### config.mk
export PLATFORM = sky130hd
export DESIGN_NAME = pgme_div
export DESIGN_NICKNAME = d
export VERILOG_FILES = /design/src/rtl/pgme_pkg.sv /design/src/rtl/pgme_div.sv
export VERILOG_INCLUDE_DIRS = /design/src /design/src/rtl
export SDC_FILE = /design/constraint.sdc
export NUM_CORES = 1
export LEC_CHECK = 0
export BUFFER_PORTS_ARGS = -buffer_cell sky130_fd_sc_hd__buf_2
export CAP_MARGIN = 20
export CORE_MARGIN = 2
export CORE_UTILIZATION = 35
export CTS_BUF_LIST = sky130_fd_sc_hd__clkbuf_4 sky130_fd_sc_hd__clkbuf_8 sky130_fd_sc_hd__clkbuf_16
export CTS_CLUSTER_DIAMETER = 30
export CTS_CLUSTER_SIZE = 30
export DETAILED_ROUTE_END_ITERATION = 10
export SYNTH_ARGS = -nofsm -noshare
export SYNTH_HDL_FRONTEND = slang
export SYNTH_SLANG_ARGS = --single-unit
### constraint.sdc
create_clock -name clock -period 2.7 [get_ports clock]
set_input_delay 0.675 -clock clock [delete_from_list [all_inputs] [get_ports clock]]
set_output_delay 0.675 -clock clock [all_outputs]
set_load 0.02 [all_outputs]
### src/rtl/placement_grid_move_engine_defines.svh
// Assertion macros shared by the placement grid move engine files.
`ifndef PLACEMENT_GRID_MOVE_ENGINE_DEFINES_SVH
`define PLACEMENT_GRID_MOVE_ENGINE_DEFINES_SVH

// Check that a condition implies another in the same cycle.
`define PGME_ASSERT_NOW(label, clk, rst, ante, cons) \
   label: assert property (@(posedge clk) disable iff (rst) (ante) |-> (cons)) \
      else $error("same-cycle check failed");

// Check that a condition implies another in the following cycle.
`define PGME_ASSERT_NEXT(label, clk, rst, ante, cons) \
   label: assert property (@(posedge clk) disable iff (rst) (ante) |=> (cons)) \
      else $error("next-cycle check failed");

`endif

### src/rtl/pgme_pkg.sv
package pgme_pkg;

   // Grid and module capacity
   localparam int MaxRows    = 64;
   localparam int MaxCols    = 64;
   localparam int MaxModules = 1024;
   localparam int CellCount  = MaxRows * MaxCols;
   localparam int CellAw     = $clog2(CellCount);
   localparam int RowW       = $clog2(MaxRows);
   localparam int ColW       = $clog2(MaxCols);
   localparam int ModW       = $clog2(MaxModules);

   // Fixed field widths
   localparam int DimW   = 7;
   localparam int McW    = 11;
   localparam int CodeW  = 11;
   localparam int CntW   = 13;
   localparam int RandW  = 31;
   localparam int OpW    = 3;
   localparam int StatW  = 2;
   localparam int AddrW  = 4;
   localparam int DataW  = 32;
   localparam int StepW  = $clog2(RandW);

   // Operation codes
   localparam logic [OpW-1:0] OpLoadCell  = 3'd0;
   localparam logic [OpW-1:0] OpLoadCoord = 3'd1;
   localparam logic [OpW-1:0] OpSwap      = 3'd2;
   localparam logic [OpW-1:0] OpCount     = 3'd3;
   localparam logic [OpW-1:0] OpPick      = 3'd4;

   // Result status codes
   localparam logic [StatW-1:0] StDone    = 2'd0;
   localparam logic [StatW-1:0] StReject  = 2'd1;
   localparam logic [StatW-1:0] StNoEmpty = 2'd2;

   // Register indexes
   localparam logic [1:0] RegRows  = 2'd0;
   localparam logic [1:0] RegCols  = 2'd1;
   localparam logic [1:0] RegCount = 2'd2;
   localparam logic [1:0] RegEmpty = 2'd3;

   // Remainder unit status
   typedef struct packed {
      logic busy;
      logic done;
   } div_stat_type;

endpackage

### src/rtl/pgme_div.sv
`include "placement_grid_move_engine_defines.svh"

module pgme_div
   import pgme_pkg::*;
(
   input  logic               clock,
   input  logic               reset,
   input  logic               start,
   input  logic [RandW-1:0]   dividend,
   input  logic [CntW-1:0]    divisor,
   output div_stat_type       stat,
   output logic [CntW-1:0]    remainder
);

   logic [RandW-1:0] dvd_ff;
   logic [CntW-1:0]  dvs_ff;
   logic [CntW-1:0]  rem_ff;
   logic [CntW-1:0]  rem_in;
   logic [CntW:0]    trial;
   logic [StepW-1:0] step_ff;
   logic             busy_ff;
   logic             done_ff;

   // One restoring step: shift in the next dividend bit, subtract if it fits
   always_comb begin
      trial = {rem_ff, dvd_ff[RandW-1]};
      if (trial >= {1'b0, dvs_ff}) begin
         rem_in = CntW'(trial - {1'b0, dvs_ff});
      end else begin
         rem_in = trial[CntW-1:0];
      end
   end

   // Control
   always_ff @(posedge clock) begin
      if (reset) begin
         busy_ff <= 1'b0;
         done_ff <= 1'b0;
      end else begin
         done_ff <= 1'b0;
         if (start) begin
            busy_ff <= 1'b1;
         end else if (busy_ff && step_ff == StepW'(RandW - 1)) begin
            busy_ff <= 1'b0;
            done_ff <= 1'b1;
         end
      end
   end

   // Datapath
   always_ff @(posedge clock) begin
      if (start) begin
         dvd_ff  <= dividend;
         dvs_ff  <= divisor;
         rem_ff  <= '0;
         step_ff <= '0;
      end else if (busy_ff) begin
         dvd_ff  <= {dvd_ff[RandW-2:0], 1'b0};
         rem_ff  <= rem_in;
         step_ff <= step_ff + StepW'(1);
      end
   end

   assign stat.busy = busy_ff;
   assign stat.done = done_ff;
   assign remainder = rem_ff;

   `PGME_ASSERT_NOW(a_rem_below_divisor, clock, reset, done_ff, rem_ff < dvs_ff)
   `PGME_ASSERT_NOW(a_done_not_busy, clock, reset, done_ff, !busy_ff)
   `PGME_ASSERT_NEXT(a_start_busy, clock, reset, start, busy_ff)

endmodule

# ---- Yosys cells after proc, flatten, opt, wreduce, memory -nomap -nowiden
# Index checks and enable logic that the tools add are counted.
dict set report totals {
  register_bits 64
  input_bits 47
  out_inout_bits 15
  wordCells 20
}
dict set report op_classes {
  add_sub_neg 2
  order_cmp 1
  n_eq_ne 1
  n_mux 6
  n_reduce_logical 4
}
# operator n
set op_table {}
lappend op_table {{$mux 31} 2}
lappend op_table {{$ge 14x13->1} 1}
lappend op_table {{$mux 13} 1}
lappend op_table {{$sub 13x13->13} 1}
lappend op_table {{$add 5x1->5 const B} 1}
lappend op_table {{$eq 5x5->1 const B} 1}
lappend op_table {{$reduce_bool 2->1} 2}
lappend op_table {{$mux 1} 3}
lappend op_table {{$reduce_or 2->1} 1}
lappend op_table {{$logic_and 1x1->1} 1}

# ---- Longest topological paths before layout
dict set report depth {
  ltp_word 4
  mapped_depth 10
  depth_no_buf 9
}

# ---- Worst setup path before layout
# No wires, ideal clock.
dict set report synth_timing {
  path_type {reg2reg}
  start {register rem_ff[0] (netlist: remainder[0])}
  end {register rem_ff[12] (netlist: remainder[12])}
  setup_time_ns 0.117
  arrival_time_ns 2.331
  required_ns 2.583
  setup_slack_ns 0.251
  stages_incl_launch_ff 10
  path_buffers 1
  synth_period_minus_slack_ns 2.449
  path_cell_list {dfxtp_1 -> inv_1 -> fa_1 -> nor2b_4 -> o2111ai_1 -> a21oi_1 -> o311a_1 -> clkbuf_1 -> nor2_1 -> a32o_1}
}
dict set report synth_via {
  elab_chain_len 2
  elab_cells_between_ends 3
}
# element line_no
set synth_lines {}
lappend synth_lines {{start, declared} pgme_div.sv:17} ;# logic [CntW-1:0] rem_ff;
lappend synth_lines {{start signal, assigned} pgme_div.sv:59} ;# rem_ff <= rem_in;
lappend synth_lines {{$sub 13x13->13 / $ge 14x13->1 (equally long branches)} {pgme_div.sv:28, pgme_div.sv:27}}
lappend synth_lines {{$mux 13 (*)} pgme_div.sv:27} ;# if (trial >= {1'b0, dvs_ff}) begin
# Every way passes the cells marked *; elsewhere a longest branch is shown, timed or not.
# A chain may end at the register's enable or synchronous reset.

# ---- Worst setup path in the final report
dict set report layout_timing {
  start {register dvd_ff[30]}
  end {register rem_ff[1] (netlist: remainder[1])}
}
dict set report layout_via {
  elab_chain_len 2
  elab_cells_between_ends 3
}
# element line_no
set layout_lines {}
lappend layout_lines {{start, declared} pgme_div.sv:15} ;# logic [RandW-1:0] dvd_ff;
lappend layout_lines {{start signal, assigned} pgme_div.sv:53} ;# dvd_ff <= dividend;
lappend layout_lines {{start signal, assigned} pgme_div.sv:58} ;# dvd_ff <= {dvd_ff[RandW-2:0], 1'b0};
lappend layout_lines {{$sub 13x13->13 / $ge 14x13->1 (equally long branches)} {pgme_div.sv:28, pgme_div.sv:27}}
lappend layout_lines {{$mux 13 (*)} pgme_div.sv:27}
# Marked as above.

==> results_dict.tcl <==
set metrics [dict create \
    dr.pass1.iters 4 \
    final_setup_viols 0 \
    detail_route.drc_violations 0 \
    num_vias 2365 \
    clockRootBuffer "clkbuf_8" \
    ys_dominant_reg_cell "edfxtp_1" \
    synthArstFlopShare_pct 0 \
    cts.reportedPaths.clkPinSlew_ps 70 \
    layout.filler_cells 912 \
    maxSlewHeadroom_pct 42.11 \
    hold_viol 0 \
    leakage_uw 0.001671 \
    arrival_time_at_the_worst_endpoint_ps 2730 \
    rsz_0062_raised_after_global_routing "no" \
    cts_sinks 64 \
    irDropWorstVdd_mv 0.2344 \
    count_of_h_tree_levels_built_during_cts 3 \
    synth.top_cell.area_share_pct 39.85 \
    effective_utilization_at_floorplan_pct 36.05 \
    antenna_violations_before_repair 0 \
    area.sequential_um2 1722 \
    timing.critical_path.cells "inv_1, ha_1, fa_1, nor2b_4, o2111ai_1, a21oi_1, o311a_1, or2_1, a221o_1" \
    ant_nets 0 \
    critPathMaxStageDelay_ps 390 \
    global_route.usage.total_pct 14.25 \
    cp_data_required_time_ps 2920 \
    placed_cell_area_um2 3734 \
    mappedNetlistNets 353 \
    synth.area.top_cells "edfxtp_1 (40%), dfxtp_1 (12%), mux2_2 (10%)" \
    clockBufferDepth 2 \
    grt_pass1_vias 2290 \
    mappedNetlistArea_um2 3316 \
    gp_congestion 0.8693 \
    setup_total_negative_slack_ps 0 \
    post_cts.repair.setup_buffers 0 \
    worst_hold_check_path_type "in -> reg" \
    core_um2 9196 \
    synth_area_per_cell_um2 11.43 \
    max_slew.worst_pin.slew_ps 865.2 \
    synth-warning-count 0 \
    synth_largest_area_cell "edfxtp_1" \
    min_period_over_period_pct 93.00 \
    part_of_the_yosys_area_used_for_sequential_elements_pct 51.92 \
    io_pins 62 \
    cts_buffers 9 \
    clk-insertion-delay-late_ps 340 \
    hold_fix_buffers_at_cts 0 \
    place.detailed.hpwl_mm 5.111 \
    layout.nets 416 \
    ranking_of_synthesized_cells_by_instance_count "edfxtp_1 (44), mux2_2 (30), nor2_1 (27)" \
    report.final.slew_viol_count 0 \
    layout-area-overhead-vs-synth_pct 18.91 \
    cts_repair_resize_count 0 \
    worst_clk_skew_ps 8.989 \
    tritoncts "yes" \
    buffer_ports.inserted 61 \
    cp-end-kind "flop" \
    cp_max_fo 11 \
    totalWireLength_mm 6.943 \
    criticalPathCategory "reg -> reg" \
    flip_flop_and_latch_count_after_synthesis 64 \
    multiInputGateArea_um2 1444 \
    max_freq_ghz 0.3982 \
    post_route_cells_drive_above_1_share_pct 32.49 \
    post_synth_inst_count 290 \
    grt_remaining_overflow 0 \
    finalInstanceArea_um2 3943 \
    slowest_stage "or2_1" \
    post_drt_via_cell_ratio 5.053 \
    final_period_minus_worst_setup_slack_ps 2511 \
    status "complete, no violations" \
    synth-edff-count 44 \
    floorplan.die_area_um2 10270 \
    post-synth-top-count-cell "edfxtp_1" \
    post_synth_num_cell_types 44 \
    grt_max_degree 27 \
    diodes 0 \
    hold_slack_ps 506.5 \
    power_per_cell_area_nw_per_um2 607.8 \
    detailedRoute.firstIterationViolations 171 \
    die_width_um 101.3 \
    core.rowCount 35 \
    drv.max_cap_violation_count 0 \
    global_route_wire_length_before_repair_mm 11.27 \
    routed_wire_length_per_instance_um 14.84 \
    critPathLaunchType "flop" \
    fin_total_pwr_uw 2396 \
    chipHeight_um 101.3 \
]
==> placed cells by master (no fill, tap or decap), types with 2 or more instances in the layout <==
cell type and count:
buf_2 61, inv_1 19, o211ai_1 11, nor3_1 3, buf_4 7, edfxtp_1 44, a21o_1 3, dfxtp_1 20
o31ai_1 2, o221ai_1 3, nand2_1 22, nor2b_1 4, a21oi_1 8, a221o_1 2, nand2b_1 6, nand3_1 4
mux2_2 30, o21ai_0 5, xor2_1 4, mux2i_1 4, bufinv_16 2, clkbuf_8 9, xnor2_1 6, o311a_1 4
ha_1 15, nor2_1 27, nand3b_1 5, o2111ai_1 2, nand4_1 6
==> worst max-delay path, delay by kind of cell (launching register included) <==
kind            cells  cell delay (ps)
flops               1              360
fa+ha+maj           2              440
buf+inv             1               80
simple gates        2              460
compound gates      4             1050
==> power by group <==
group / internal [uW] / switching [uW] / total [uW]
Sequential: 1140 / 30.7 / 1170
Clock: 511 / 368 / 879
Combinational: 160 / 187 / 347
==> per-layer routing <==
metal	GRT usage [%]	wire (um)
met1	19.68	3336
met2	20.94	3098
met5	0	0
met4	5.925	135
met3	4.210	373
==> sequential cells by signal, indices dropped and copies added (netlist names) <==
signal / flops
dvd_ff: 31
dvs_ff: 13
remainder: 13
step_ff: 5
busy_ff: 1
done_ff: 1
==> through the flow <==
step	utilization (%)	worst slack [ps]	cells
2_1_floorplan	-	251.2	290
3_3_place_gp	40.60	299.8	453
3_5_place_dp	40.60	233.9	453
4_1_cts	42.87	202.3	468
5_1_grt	42.87	5.950	468
6_report	42.87	188.9	468
==> path summary, 6_finish.rpt <==
path	startpoint	end	slack (ps)	cells past startpoint
max	dvd_ff[30]	remainder[1]	190	9
min	divisor[5]	dvs_ff[5]	510	1
max reg2reg	dvd_ff[30]	remainder[1]	190	9
min reg2reg	step_ff[4]	done_ff	510	2
==> area by class of cell <==
cell class | instances | share of cell area, %
clock buffers | 9 | 3.142
clock inverters | 6 | 2.158
well taps | 111 | 3.523
inverters | 19 | 1.809
flip-flops and latches | 64 | 43.67
repair buffers | 68 | 9.076
multi-input cells | 191 | 36.62
==> logic make-up (layout without fill, tap and decap cells) <==
family                   after synthesis  in the layout  synth area share (%)
AO/OA/AOI/OAI                         49             49                 11.28
XOR/XNOR                              10             10                 2.641
adder cells (fa/ha/maj)               16             16                 6.264
buffers and inverters                 35            102                 4.528
flip-flops                            64             64                 51.92
multiplexers                          34             34                 11.40
AND/OR/NAND/NOR                       82             82                 11.96
Note: power is estimated with default switching activity, not from simulation.
